===== src/sv/irds_pkg.sv =====
`default_nettype none

package irds_pkg;

    localparam int SAMPLES_PER_ITEM = 5;
    localparam int ADC_BITS         = 10;
    localparam int DIST_FRAC_BITS   = 8;

    localparam int DIST_W     = 24;
    localparam int SPEED_W    = 12;
    localparam int DEADBAND_W = 11;
    localparam int LIMIT_W    = 11;
    localparam int THRESH_W   = 8;
    localparam int COUNT_W    = 8;
    localparam int CFG_INDEX_W = 2;
    localparam int CFG_DATA_W  = 11;

    localparam logic [DIST_W-1:0]     DIST_MAX           = '1;
    localparam logic [DEADBAND_W-1:0] DEADBAND_RESET     = 11'd26;
    localparam logic [LIMIT_W-1:0]    LIMIT_RESET        = 11'd1280;
    localparam logic [THRESH_W-1:0]   THRESHOLD_RESET    = 8'd10;

    typedef enum logic [CFG_INDEX_W-1:0] {
        CFG_DEADBAND  = 2'd0,
        CFG_LIMIT     = 2'd1,
        CFG_THRESHOLD = 2'd2
    } cfg_index_t;

    typedef struct packed {
        logic [DEADBAND_W-1:0] deadband;
        logic [LIMIT_W-1:0]    limit;
        logic [THRESH_W-1:0]   threshold;
    } cfg_t;

    localparam logic [63:0] Q30_ONE = 64'd1 << 30;

    function automatic logic [63:0] log2_q30(input logic [31:0] x);
        logic [63:0] y;
        logic [63:0] acc;
        int n;
        int k;
        int i;
        n = 0;
        if (x == 32'd0) begin
            return 64'd0;
        end
        for (k = 0; k < 31; k++) begin
            if ((x >> (k + 1)) != 32'd0) begin
                n = k + 1;
            end
        end
        y = ({32'd0, x} << 30) >> n;
        acc = 64'(n) << 30;
        for (i = 29; i >= 0; i--) begin
            y = (y * y) >> 30;
            if (y >= (Q30_ONE << 1)) begin
                y = y >> 1;
                acc = acc | (64'd1 << i);
            end
        end
        return acc;
    endfunction

    function automatic logic [63:0] isqrt64(input logic [63:0] v);
        logic [63:0] rem;
        logic [63:0] res;
        logic [63:0] bitv;
        int k;
        rem  = v;
        res  = 64'd0;
        bitv = 64'd1 << 62;
        for (k = 0; k < 32; k++) begin
            if (rem >= res + bitv) begin
                rem = rem - (res + bitv);
                res = (res >> 1) + bitv;
            end else begin
                res = res >> 1;
            end
            bitv = bitv >> 2;
        end
        return res;
    endfunction

    function automatic logic [DIST_W-1:0] exp2_to_int(input longint z);
        logic [63:0] n;
        logic [63:0] f;
        logic [63:0] r;
        logic [63:0] root;
        int i;
        if (z < 0) begin
            return '0;
        end
        n = 64'(z) >> 30;
        f = 64'(z) & (Q30_ONE - 64'd1);
        if (n >= 64'd24) begin
            return DIST_MAX;
        end
        root = Q30_ONE << 1;
        r    = Q30_ONE;
        for (i = 1; i <= 30; i++) begin
            root = isqrt64(root << 30);
            if (((f >> (30 - i)) & 64'd1) != 64'd0) begin
                r = (r * root) >> 30;
            end
        end
        r = (r << n) >> 30;
        return (r > 64'(DIST_MAX)) ? DIST_MAX : r[DIST_W-1:0];
    endfunction

    function automatic logic [DIST_W-1:0] distance_of(input logic [31:0] mv, input int frac_bits);
        longint l1000;
        longint lmv;
        longint z;
        if (mv == 32'd0) begin
            return DIST_MAX;
        end
        l1000 = longint'(log2_q30(32'd1000));
        lmv   = longint'(log2_q30(mv));
        z = ((l1000 - lmv) * 64'sd12045) / 64'sd10000;
        z = z + longint'(log2_q30(32'd27728)) - l1000;
        z = z + (longint'(frac_bits) <<< 30);
        return exp2_to_int(z);
    endfunction

endpackage

`default_nettype wire


===== src/sv/irds_lane.sv =====
`default_nettype none

module irds_lane #(
    parameter int ADC_BITS = irds_pkg::ADC_BITS
) (
    input  wire logic                clk,
    input  wire logic                en,
    input  wire logic [ADC_BITS-1:0] a,
    input  wire logic [ADC_BITS-1:0] b,
    output logic      [ADC_BITS:0]   sum
);

    logic [ADC_BITS:0] sum_reg;
    logic [ADC_BITS:0] sum_next;

    assign sum_next = {1'b0, a} + {1'b0, b};

    always_ff @(posedge clk)
    begin
        if (en)
        begin
            sum_reg <= sum_next;
        end
    end

    assign sum = sum_reg;

endmodule

`default_nettype wire


===== config.mk =====
export PLATFORM = sky130hd
export DESIGN_NAME = irds_lane
export DESIGN_NICKNAME = d
export VERILOG_FILES = /design/src/sv/irds_pkg.sv /design/src/sv/irds_lane.sv
export SDC_FILE = /design/constraint.sdc
export NUM_CORES = 1
export LEC_CHECK = 0
export BUFFER_PORTS_ARGS = -buffer_cell sky130_fd_sc_hd__buf_2
export CORE_MARGIN = 5
export CORE_UTILIZATION = 46
export DETAILED_ROUTE_END_ITERATION = 12
export GPL_TIMING_DRIVEN = 0
export HOLD_SLACK_MARGIN = 0.15
export PLACE_DENSITY = 0.78
export SKIP_CTS_REPAIR_TIMING = 1
export SLEW_MARGIN = 25
export SYNTH_ARGS = -nofsm -noshare
export SYNTH_HDL_FRONTEND = slang
export SYNTH_SLANG_ARGS = --single-unit

===== constraint.sdc =====
create_clock -name clk -period 2 [get_ports clk]
set_input_delay 0 -clock clk [delete_from_list [all_inputs] [get_ports clk]]
set_output_delay 0 -clock clk [all_outputs]
set_load 0.02 [all_outputs]

# Word-level counts from Yosys, hierarchy flattened
# Cells that the tools add are included.
[classes]
n_eq_ne = 0
n_addsub = 1
div_mod_pow = 0
shift = 0
n_mux = 0
n_lt_le_gt_ge = 0
bitwise_logic = 0
multipliers = 0
n_reduce_logical = 0
[op_table]
columns = ["cell", "count"]
rows = [
  ["10-bit by 10-bit adder with 11-bit output", 1],
]
[totals]
inputBits = 22
mem_count = 0
latchBits = 0
ramBits = 0
rom_bits = 0
register_bits = 11

# Logic depth before layout (Yosys ltp)
# Gate-level depths: netlist of run 1.
[logic_depth]
ltp_word = 1
depth_mapped = 8
depth_no_buf = 8

# Worst setup path after synthesis of run 1
# Ideal clock, no wire load.
[synth_path]
path_type = "input to register"
start = "input port a[0]"
end = "register sum_reg[8] (netlist: sum[8]), data pin"
stages = 8
t_arrival_ns = 1.176
setup_time_ns = 0.263
path_buffers = 0
t_required_ns = 1.737
path_slack_ns = 0.561
path_cell_list = "ha_1 -> inv_1 -> fa_1 -> nor2b_1 -> o21a_1 -> a31o_1 -> o41ai_2 -> xnor2_1"
[synth_via]
elab_chain_cells = 1
[synth_rtl]
columns = ["element", "line_no", "text"]
rows = [
  ["from (decl)", "irds_lane.sv:8", "input wire logic [ADC_BITS-1:0] a,"],
  ["10-bit by 10-bit adder with 11-bit output", "irds_lane.sv:16", "assign sum_next = {1'b0, a} + {1'b0, b};"],
  ["via sum_next[8]", "irds_lane.sv:14", "logic [ADC_BITS:0] sum_next;"],
  ["to (signal assigned)", "irds_lane.sv:22", "sum_reg <= sum_next;"],
  ["to (decl)", "irds_lane.sv:13", "logic [ADC_BITS:0] sum_reg;"],
]
# The timed path passes the listed nets, and every way through them passes these cells.
# A chain may end at the register's enable or synchronous reset.

# Worst setup path after layout of run 1
# Same ends and word-level chain as after synthesis.

==> results of run 1 <==
==> worst max-delay path, cell delays in order <==
cell and delay (ns):
buf_2 0.10, ha_1 0.20, inv_1 0.08, fa_1 0.20, nor2b_1 0.05, o21a_1 0.18, a31o_1 0.24, o41ai_2 0.23
xnor2_1 0.12
==> power by group through the flow <==
stage               combinational, mW  sequential, mW  clock (mW)
global placement                0.228           0.311           0
CTS                             0.238           0.306       0.145
global route                    0.264           0.309       0.157
detailed placement              0.237           0.311           0
finish                          0.240           0.306       0.138
floorplan                       0.111           0.361           0
==> per-layer routing <==
metal  up-vias  track usage  share of wire
met5         -            0              0
met4         0       0.0894          0.014
met2        21        0.184           0.48
met1       265        0.138           0.43
li1        318            -              -
met3         2       0.0178          0.077
==> synthesized netlist by cell type, drive strengths merged, types with 2 or more instances <==
cell type,instances
and3,3
a21oi,6
nand2,2
xor2,2
ha,10
edfxtp,11
o21ai,3
xnor2,6
nand2b,2
a21o,3
o21a,2
nor2,2
inv,4
==> cells by family after synthesis <==
logic type,synth area share
adder cells (fa/ha/maj),0.191
AO/OA/AOI/OAI,0.167
AND/OR/NAND/NOR,0.0941
flip-flops,0.436
buffers and inverters,0.0198
XOR/XNOR,0.0924
==> per-stage QoR <==
stage	std cells	area, µm²	setup slack [ns]
6_report	119	985	0.594
5_1_grt	119	985	0.529
4_1_cts	117	965	0.593
3_5_place_dp	113	938	0.338
3_3_place_gp	113	938	0.344
2_1_floorplan	65	758	0.561
==> layout make-up <==
| type | instances | area (µm²) |
|---|---|---|
| clock buffers | 4 | 26.3 |
| well taps | 16 | 20.0 |
| inverters | 4 | 15.0 |
| repair buffers | 34 | 180 |
| multi-input cells | 50 | 413 |
| flip-flops and latches | 11 | 330 |
| fillers | 136 | 557 |
==> path summary, 6_finish.rpt <==
path | to | slack (ns) | cells past startpoint
hold / removal | sum[10] | 0.15 | 4
setup / recovery | sum[8] | 0.59 | 9
==> impl_metrics.xml, run 1 <==
<?xml version="1.0" encoding="UTF-8"?>
<metrics>
  <group name="cells_and_area">
    <metric name="final_nets" unit="">137</metric>
    <metric name="insertedDiodeCount" unit="">0</metric>
    <metric name="final_core_utilization" unit="">0.639</metric>
    <metric name="layout_commonest_cell" unit="">buf_2</metric>
    <metric name="mostFrequentLayoutCells" unit="">buf_2 (32), edfxtp_1 (11), ha_1 (10)</metric>
    <metric name="largest_register_ffs" unit="">11</metric>
    <metric name="flow.area_growth_from_synthesis" unit="%">29.9</metric>
    <metric name="share_of_final_layout_standard_cells_stronger_than_drive_strength_1" unit="">0.379</metric>
  </group>
  <group name="synthesis">
    <metric name="syn_nets" unit="">98</metric>
    <metric name="post-synth-top-area-fraction" unit="">0.436</metric>
    <metric name="synth.area.top_cells" unit="">edfxtp_1 (44%), ha_1 (17%), xnor2_1 (6.9%)</metric>
    <metric name="synthArstFlopShare" unit="">0</metric>
    <metric name="synth.cell_area" unit="µm²">758</metric>
    <metric name="ys_seq_elements" unit="">11</metric>
    <metric name="synth_top_flop_cell" unit="">edfxtp_1</metric>
    <metric name="postSynthCellCount" unit="">65</metric>
    <metric name="synth.avg_cell_area" unit="µm²">11.7</metric>
    <metric name="synth_seq_area_share" unit="">0.436</metric>
    <metric name="yosys_warnings" unit="">0</metric>
    <metric name="yosysUniqueCellTypes" unit="">23</metric>
    <metric name="synthDominantAreaCellType" unit="">edfxtp_1</metric>
    <metric name="synth_enable_flop_cells" unit="">11</metric>
  </group>
  <group name="power_and_ir_drop">
    <metric name="power.share.switching" unit="">0.295</metric>
    <metric name="pwr-share-clk" unit="">0.201</metric>
    <metric name="post_route_total_power" unit="mW">0.683</metric>
    <metric name="power_density" unit="mW/mm²">694</metric>
    <metric name="design_internal_power" unit="mW">0.482</metric>
    <metric name="power_leakage" unit="nW">0.475</metric>
    <metric name="netSwitchingPower" unit="mW">0.201</metric>
    <metric name="p_seq_frac" unit="">0.448</metric>
    <metric name="power.combinational.fraction" unit="">0.351</metric>
    <metric name="worst_ir_drop_vdd" unit="µV">303</metric>
  </group>
  <group name="setup_path">
    <metric name="critPathMaxFanout" unit="">2</metric>
    <metric name="worstSetupStartpointType" unit="">input port</metric>
    <metric name="cp_data_arrival_time" unit="ns">1.40</metric>
    <metric name="endpoint_kind" unit="">flip-flop</metric>
    <metric name="critPathKind" unit="">input port to flip-flop</metric>
    <metric name="data_required_time_at_the_worst_endpoint" unit="ns">2.00</metric>
    <metric name="cp-startpoint" unit="">a[0]</metric>
  </group>
  <group name="floorplan">
    <metric name="floorplan.die_area" unit="mm²">0.00256</metric>
    <metric name="rows" unit="">14</metric>
    <metric name="num_io_pins" unit="">33</metric>
    <metric name="die-width" unit="µm">50.6</metric>
    <metric name="core" unit="mm²">0.00154</metric>
    <metric name="die_height" unit="µm">50.6</metric>
    <metric name="initial_utilization" unit="">0.492</metric>
  </group>
  <group name="routing">
    <metric name="post_drt_via_cell_ratio" unit="">5.09</metric>
    <metric name="totalWireLength" unit="mm">1.40</metric>
    <metric name="detail_route.wl_per_cell" unit="µm">11.7</metric>
    <metric name="dr.first_iter.drc_count" unit="">1</metric>
    <metric name="postRouteAntennaNets" unit="">0</metric>
    <metric name="drc" unit="">0</metric>
    <metric name="vias" unit="">606</metric>
    <metric name="drt_pass1_iterations" unit="">3</metric>
  </group>
  <group name="global_routing">
    <metric name="antenna_found_initial" unit="">0</metric>
    <metric name="global_route.usage.total" unit="">0.116</metric>
    <metric name="overflow" unit="">0</metric>
    <metric name="via_count_of_the_first_global_routing_pass" unit="">556</metric>
    <metric name="global_route_wire_length_before_repair" unit="mm">2.28</metric>
    <metric name="grt_start_max_net_pins" unit="">12</metric>
  </group>
  <group name="sta">
    <metric name="worstMarginPinSlew" unit="ns">0.270</metric>
    <metric name="finalSetupViolations" unit="">0</metric>
    <metric name="shortest_period_the_worst_path_allows" unit="ns">1.41</metric>
    <metric name="final.period_utilization" unit="">0.703</metric>
    <metric name="timing_max_transition_violations_final" unit="">0</metric>
    <metric name="number_of_failing_hold_endpoints_at_the_final_stage" unit="">0</metric>
    <metric name="timing.max_slew.rel_slack" unit="">0.818</metric>
    <metric name="max_freq" unit="MHz">711</metric>
    <metric name="total_negative_slack_for_setup_checks" unit="ns">0</metric>
    <metric name="rsz0062_at_grt" unit="">false</metric>
    <metric name="final_hold_slack" unit="ns">0.155</metric>
  </group>
  <group name="clocking">
    <metric name="tritoncts" unit="">yes</metric>
    <metric name="longest_clk_path_bufs" unit="">2</metric>
    <metric name="clkTransAtPathRegs" unit="ns">0.06</metric>
    <metric name="cts_max_level" unit="">1</metric>
    <metric name="total_cts_buffers" unit="">3</metric>
    <metric name="root_buffer" unit="">clkbuf_4</metric>
    <metric name="cts_num_sinks" unit="">11</metric>
  </group>
  <group name="placed_design">
    <metric name="place_congestion" unit="">0.761</metric>
    <metric name="detailedPlacementHpwl" unit="mm">1.21</metric>
    <metric name="portBuffers" unit="">32</metric>
  </group>
  <group name="job">
    <metric name="drv.max_cap_violation_count" unit="">0</metric>
  </group>
  <group name="status">
    <metric name="status" unit="">finished clean</metric>
  </group>
  <group name="worst_hold_path">
    <metric name="min-delay-path-class" unit="">input port to flip-flop</metric>
    <metric name="timing.hold.worst.start" unit="">b[9]</metric>
  </group>
</metrics>
No activity file was read; power rests on OpenSTA's default activity.
==> inputs of run 2 (changes only) <==
- clock period: 2 -> 1.4 ns (I/O delays scaled with it)
==> run 2 against run 1 <==
Against the previous run: global-route usage is 0.38 points lower; clock power is 44% higher; core utilization is 4.9 points higher; die area stayed put; total power is 47% higher; wire length is 6.2% higher; combinational power is 55% higher; cell count is 2.5% higher; sequential share of layout area is 2.4 points lower; critical path type unchanged.
==> impl_metrics.xml, run 2 (synthesis results as in run 1) <==
<?xml version="1.0" encoding="UTF-8"?>
<metrics>
  <group name="power_and_ir_drop">
    <metric name="power_density" unit="mW/mm²">951</metric>
    <metric name="post_route_total_power" unit="mW">1.01</metric>
    <metric name="worst_ir_drop_vdd" unit="µV">359</metric>
    <metric name="power_leakage" unit="nW">0.493</metric>
  </group>
  <group name="routing">
    <metric name="postRouteAntennaNets" unit="">0</metric>
    <metric name="drc" unit="">0</metric>
    <metric name="post_drt_via_cell_ratio" unit="">5.11</metric>
    <metric name="vias" unit="">623</metric>
    <metric name="dr.first_iter.drc_count" unit="">6</metric>
    <metric name="totalWireLength" unit="mm">1.48</metric>
    <metric name="drt_pass1_iterations" unit="">4</metric>
    <metric name="detail_route.wl_per_cell" unit="µm">12.1</metric>
  </group>
  <group name="floorplan">
    <metric name="die-width" unit="µm">50.6</metric>
    <metric name="floorplan.die_area" unit="mm²">0.00256</metric>
    <metric name="rows" unit="">14</metric>
    <metric name="die_height" unit="µm">50.6</metric>
    <metric name="core" unit="mm²">0.00154</metric>
    <metric name="initial_utilization" unit="">0.492</metric>
    <metric name="num_io_pins" unit="">33</metric>
  </group>
  <group name="cells_and_area">
    <metric name="flow.area_growth_from_synthesis" unit="%">39.8</metric>
    <metric name="final_core_utilization" unit="">0.688</metric>
    <metric name="largest_register_ffs" unit="">11</metric>
    <metric name="finalInstanceArea" unit="mm²">0.00106</metric>
    <metric name="mostFrequentLayoutCells" unit="">buf_2 (30), edfxtp_1 (11), ha_1 (7)</metric>
    <metric name="insertedDiodeCount" unit="">0</metric>
    <metric name="final_nets" unit="">140</metric>
    <metric name="layout_commonest_cell" unit="">buf_2</metric>
    <metric name="nFillCells" unit="">115</metric>
    <metric name="share_of_final_layout_standard_cells_stronger_than_drive_strength_1" unit="">0.443</metric>
  </group>
  <group name="setup_path">
    <metric name="data_required_time_at_the_worst_endpoint" unit="ns">1.40</metric>
    <metric name="critPathKind" unit="">input port to flip-flop</metric>
    <metric name="critPathMaxFanout" unit="">2</metric>
    <metric name="worstSetupStartpointType" unit="">input port</metric>
    <metric name="cp_data_arrival_time" unit="ns">1.38</metric>
    <metric name="cp-startpoint" unit="">b[0]</metric>
    <metric name="endpoint_kind" unit="">flip-flop</metric>
  </group>
  <group name="worst_hold_path">
    <metric name="min-delay-path-class" unit="">input port to flip-flop</metric>
    <metric name="timing.hold.worst.start" unit="">b[9]</metric>
  </group>
  <group name="sta">
    <metric name="finalSetupViolations" unit="">0</metric>
    <metric name="final.period_utilization" unit="">0.986</metric>
    <metric name="timing_max_transition_violations_final" unit="">0</metric>
    <metric name="number_of_failing_hold_endpoints_at_the_final_stage" unit="">0</metric>
    <metric name="timing.max_slew.rel_slack" unit="">0.817</metric>
    <metric name="shortest_period_the_worst_path_allows" unit="ns">1.38</metric>
    <metric name="max_freq" unit="MHz">725</metric>
    <metric name="worstMarginPinSlew" unit="ns">0.272</metric>
    <metric name="rsz0062_at_grt" unit="">true</metric>
  </group>
  <group name="clocking">
    <metric name="root_buffer" unit="">clkbuf_4</metric>
    <metric name="cts_max_level" unit="">1</metric>
    <metric name="longest_clk_path_bufs" unit="">2</metric>
    <metric name="total_cts_buffers" unit="">3</metric>
    <metric name="clkTransAtPathRegs" unit="ns">0.06</metric>
    <metric name="cts_num_sinks" unit="">11</metric>
    <metric name="tritoncts" unit="">yes</metric>
  </group>
  <group name="placed_design">
    <metric name="dpl_cell_area" unit="µm²">938</metric>
    <metric name="detailedPlacementHpwl" unit="mm">1.15</metric>
    <metric name="place_congestion" unit="">0.815</metric>
    <metric name="portBuffers" unit="">32</metric>
  </group>
  <group name="global_routing">
    <metric name="global_route.usage.total" unit="">0.112</metric>
    <metric name="via_count_of_the_first_global_routing_pass" unit="">571</metric>
    <metric name="antenna_found_initial" unit="">0</metric>
    <metric name="overflow" unit="">0</metric>
    <metric name="grt_start_max_net_pins" unit="">12</metric>
    <metric name="global_route_wire_length_before_repair" unit="mm">2.24</metric>
  </group>
  <group name="status">
    <metric name="status" unit="">finished clean</metric>
  </group>
  <group name="job">
    <metric name="drv.max_cap_violation_count" unit="">0</metric>
  </group>
</metrics>
[run 2: cell types whose count changed in the layout (fill, tap and decap cells not counted), sizes merged]
cell  before  now
buf       32   35
[run 2: area by class of cell]
type	count	area [µm²]	share of cell area
repair buffers	37	215	0.203
clock buffers	4	26.3	0.0248
well taps	16	20.0	0.0189
flip-flops and latches	11	330	0.312
multi-input cells	50	453	0.427
inverters	4	15.0	0.0142
[run 2: final timing paths]
path / endpoint / slack, ns / cells after the start
worst max-delay path: sum[8] / 0.02 / 9
worst min-delay path: sum[10] / 0.16 / 4
[run 2: where the power goes]
part | internal (mW) | switching, mW
sequential | 0.429 | 0.00875
combinational | 0.172 | 0.199
clock | 0.110 | 0.0896
[run 2: worst max-delay path, stage by stage]
cell and delay [ns]:
buf_6 0.10, ha_4 0.16, inv_2 0.05, fa_2 0.19, nor2b_1 0.05, o21a_1 0.19, a31o_1 0.20, o41ai_2 0.31
xnor2_1 0.13
[run 2: stage by stage]
step / hold WS [ns] / instances / setup slack, ns / setup TNS (ns)
2_1_floorplan: 0.112 / 65 / -0.0387 / -0.0494
3_3_place_gp: 0.288 / 113 / -0.253 / -0.866
3_5_place_dp: 0.292 / 113 / -0.263 / -0.936
4_1_cts: 0.0281 / 117 / 0.00964 / 0
5_1_grt: 0.199 / 122 / -0.0692 / -0.0692
6_report: 0.164 / 122 / 0.0199 / 0
[run 2: layer usage]
metal	global-route usage	part of all wire	routed length, µm
met1	0.128	0.44	646
met2	0.188	0.47	697
met3	0.0178	0.078	116
met4	0.0766	0.014	21
met5	0	0	0
==> inputs of run 3 (changes only) <==
- PLACE_DENSITY: 0.78 -> default
- PLACE_DENSITY_LB_ADDON: default -> 0.2
==> run 3 against run 2 <==
Against the previous run: die area is the same; cell count is 2.5% lower; core utilization decreased by 1.5 points; wire length shrank 6.7%; largest cell class unchanged; sequential power hardly changed.
==> impl_metrics.xml, run 3 (synthesis results as in run 1) <==
<?xml version="1.0" encoding="UTF-8"?>
<metrics>
  <group name="setup_path">
    <metric name="critical_path.top_delay_family" unit="">compound AO/OA/AOI/OAI gates</metric>
    <metric name="critPathMaxFanout" unit="">2</metric>
    <metric name="slowest_stage" unit="">o41ai_2</metric>
    <metric name="data_required_time_at_the_worst_endpoint" unit="ns">1.40</metric>
    <metric name="cp_data_arrival_time" unit="ns">1.38</metric>
    <metric name="cp.buffers_inverters" unit="">2</metric>
    <metric name="critPathKind" unit="">input port to flip-flop</metric>
    <metric name="worstSetupStartpointType" unit="">input port</metric>
    <metric name="endpoint_kind" unit="">flip-flop</metric>
    <metric name="critical-path-max-stage-delay" unit="ns">0.31</metric>
    <metric name="critical_path.cell_chain" unit="">buf_6 -&gt; ha_4 -&gt; inv_2 -&gt; fa_2 -&gt; nor2b_1 -&gt; o21a_1 -&gt; a31o_1 -&gt; o41ai_2 -&gt; xnor2_1</metric>
  </group>
  <group name="sta">
    <metric name="timing_max_transition_violations_final" unit="">0</metric>
    <metric name="final.period_utilization" unit="">0.988</metric>
    <metric name="rsz0062_at_grt" unit="">true</metric>
    <metric name="finalSetupViolations" unit="">0</metric>
    <metric name="shortest_period_the_worst_path_allows" unit="ns">1.38</metric>
    <metric name="worst_slack" unit="ns">0.0162</metric>
    <metric name="timing.max_slew.rel_slack" unit="">0.813</metric>
    <metric name="total_negative_slack_for_setup_checks" unit="ns">0</metric>
    <metric name="worstMarginPinSlew" unit="ns">0.277</metric>
    <metric name="max_freq" unit="MHz">723</metric>
    <metric name="number_of_failing_hold_endpoints_at_the_final_stage" unit="">0</metric>
    <metric name="final_hold_slack" unit="ns">0.178</metric>
  </group>
  <group name="floorplan">
    <metric name="num_io_pins" unit="">33</metric>
    <metric name="core" unit="mm²">0.00154</metric>
    <metric name="die-width" unit="µm">50.6</metric>
    <metric name="initial_utilization" unit="">0.492</metric>
    <metric name="rows" unit="">14</metric>
    <metric name="floorplan.die_area" unit="mm²">0.00256</metric>
    <metric name="die_height" unit="µm">50.6</metric>
  </group>
  <group name="routing">
    <metric name="drt-met1-wl" unit="µm">578</metric>
    <metric name="post_drt_via_cell_ratio" unit="">5.04</metric>
    <metric name="drc" unit="">0</metric>
    <metric name="totalWireLength" unit="mm">1.38</metric>
    <metric name="drt_pass1_iterations" unit="">2</metric>
    <metric name="dr.first_iter.drc_count" unit="">3</metric>
    <metric name="routed-wl-met2" unit="µm">685</metric>
    <metric name="detail_route.wl_per_cell" unit="µm">11.6</metric>
    <metric name="postRouteAntennaNets" unit="">0</metric>
    <metric name="vias" unit="">600</metric>
    <metric name="dr.max_layer_used" unit="">met4</metric>
    <metric name="met3RoutedLength" unit="µm">90</metric>
  </group>
  <group name="power_and_ir_drop">
    <metric name="netSwitchingPower" unit="mW">0.294</metric>
    <metric name="post_route_total_power" unit="mW">0.996</metric>
    <metric name="worst_ir_drop_vdd" unit="µV">353</metric>
    <metric name="power.combinational.fraction" unit="">0.357</metric>
    <metric name="pwr-share-clk" unit="">0.202</metric>
    <metric name="power_density" unit="mW/mm²">960</metric>
    <metric name="design_internal_power" unit="mW">0.701</metric>
    <metric name="power.share.switching" unit="">0.296</metric>
    <metric name="power_leakage" unit="nW">0.478</metric>
    <metric name="p_seq_frac" unit="">0.440</metric>
  </group>
  <group name="placed_design">
    <metric name="portBuffers" unit="">32</metric>
    <metric name="preCtsSetupSlack" unit="ns">-0.268</metric>
    <metric name="place_congestion" unit="">0.773</metric>
    <metric name="detailedPlacementHpwl" unit="mm">1.15</metric>
    <metric name="placed_instances" unit="">113</metric>
  </group>
  <group name="global_routing">
    <metric name="global_route_wire_length_before_repair" unit="mm">2.08</metric>
    <metric name="grt_start_max_net_pins" unit="">12</metric>
    <metric name="via_count_of_the_first_global_routing_pass" unit="">536</metric>
    <metric name="global_route.usage.total" unit="">0.106</metric>
    <metric name="overflow" unit="">0</metric>
    <metric name="antenna_found_initial" unit="">0</metric>
  </group>
  <group name="worst_hold_path">
    <metric name="hold_path_end" unit="">sum[10]</metric>
    <metric name="min-delay-path-class" unit="">input port to flip-flop</metric>
    <metric name="timing.hold.worst.start" unit="">b[9]</metric>
    <metric name="number_of_instances_on_the_worst_hold_path" unit="">4</metric>
  </group>
  <group name="job">
    <metric name="drv.max_cap_violation_count" unit="">0</metric>
  </group>
  <group name="clocking">
    <metric name="clkTransAtPathRegs" unit="ns">0.06</metric>
    <metric name="cts_max_level" unit="">1</metric>
    <metric name="total_cts_buffers" unit="">3</metric>
    <metric name="tritoncts" unit="">yes</metric>
    <metric name="cts_num_sinks" unit="">11</metric>
    <metric name="root_buffer" unit="">clkbuf_4</metric>
    <metric name="longest_clk_path_bufs" unit="">2</metric>
  </group>
  <group name="cells_and_area">
    <metric name="share_of_final_layout_standard_cells_stronger_than_drive_strength_1" unit="">0.427</metric>
    <metric name="insertedDiodeCount" unit="">0</metric>
    <metric name="flow.area_growth_from_synthesis" unit="%">36.8</metric>
    <metric name="mostFrequentLayoutCells" unit="">buf_2 (30), edfxtp_1 (11), ha_1 (7)</metric>
    <metric name="largest_register_ffs" unit="">11</metric>
    <metric name="instances_no_fill" unit="">119</metric>
    <metric name="layout_commonest_cell" unit="">buf_2</metric>
    <metric name="final_nets" unit="">137</metric>
  </group>
  <group name="status">
    <metric name="status" unit="">finished clean</metric>
  </group>
</metrics>
## run 3: changes by cell type in the layout (fill, tap and decap cells not counted), sizes merged
cell / before / now
buf: 35 / 32
## run 3: layer usage
metal  up-vias  track usage
li1        319            -
met5         -            0
met1       259        0.126
met2        20        0.159
met3         2       0.0237
met4         0       0.0894
## run 3: worst min-delay path, delay by kind of cell
family | cells | cell delay, ns
compound gates | 2 | 0.11
buf+inv | 1 | 0.08
fa+ha+maj | 1 | 0.13
## run 3: layout make-up
cell class	count	area [µm²]
sequential	11	330
fill	136	504
multi-input combinational	50	453
timing repair buffer	34	193
inverter	4	15.0
clock buffer	4	26.3
tap	16	20.0
## run 3: how the worst max path moves through the flow
| stage | cells after the start | end | slack, ns | start |
|---|---|---|---|---|
| floorplan | 8 | sum[8] | -0.04 | a[0] |
| global placement | 9 | sum[8] | -0.28 | a[0] |
| detailed placement | 9 | sum[8] | -0.27 | a[0] |
| CTS | 9 | sum[8] | -0.007 | a[0] |
| global route | 9 | sum[8] | -0.06 | b[0] |
| finish | 9 | sum[8] | 0.02 | b[0] |
## run 3: power by group through the flow
stage / Combinational, mW / Clock (mW) / Sequential [mW]
after floorplan: 0.158 / 0 / 0.515
after global placement: 0.328 / 0 / 0.444
after detailed placement: 0.333 / 0 / 0.446
after CTS: 0.335 / 0.213 / 0.439
after global routing: 0.393 / 0.224 / 0.443
final: 0.356 / 0.202 / 0.438
## run 3: through the flow
stage	cell area [µm²]	util
floorplan	758	-
global placement	938	0.609
detailed placement	938	0.609
CTS	965	0.626
global route	1040	0.673
finish	1040	0.673
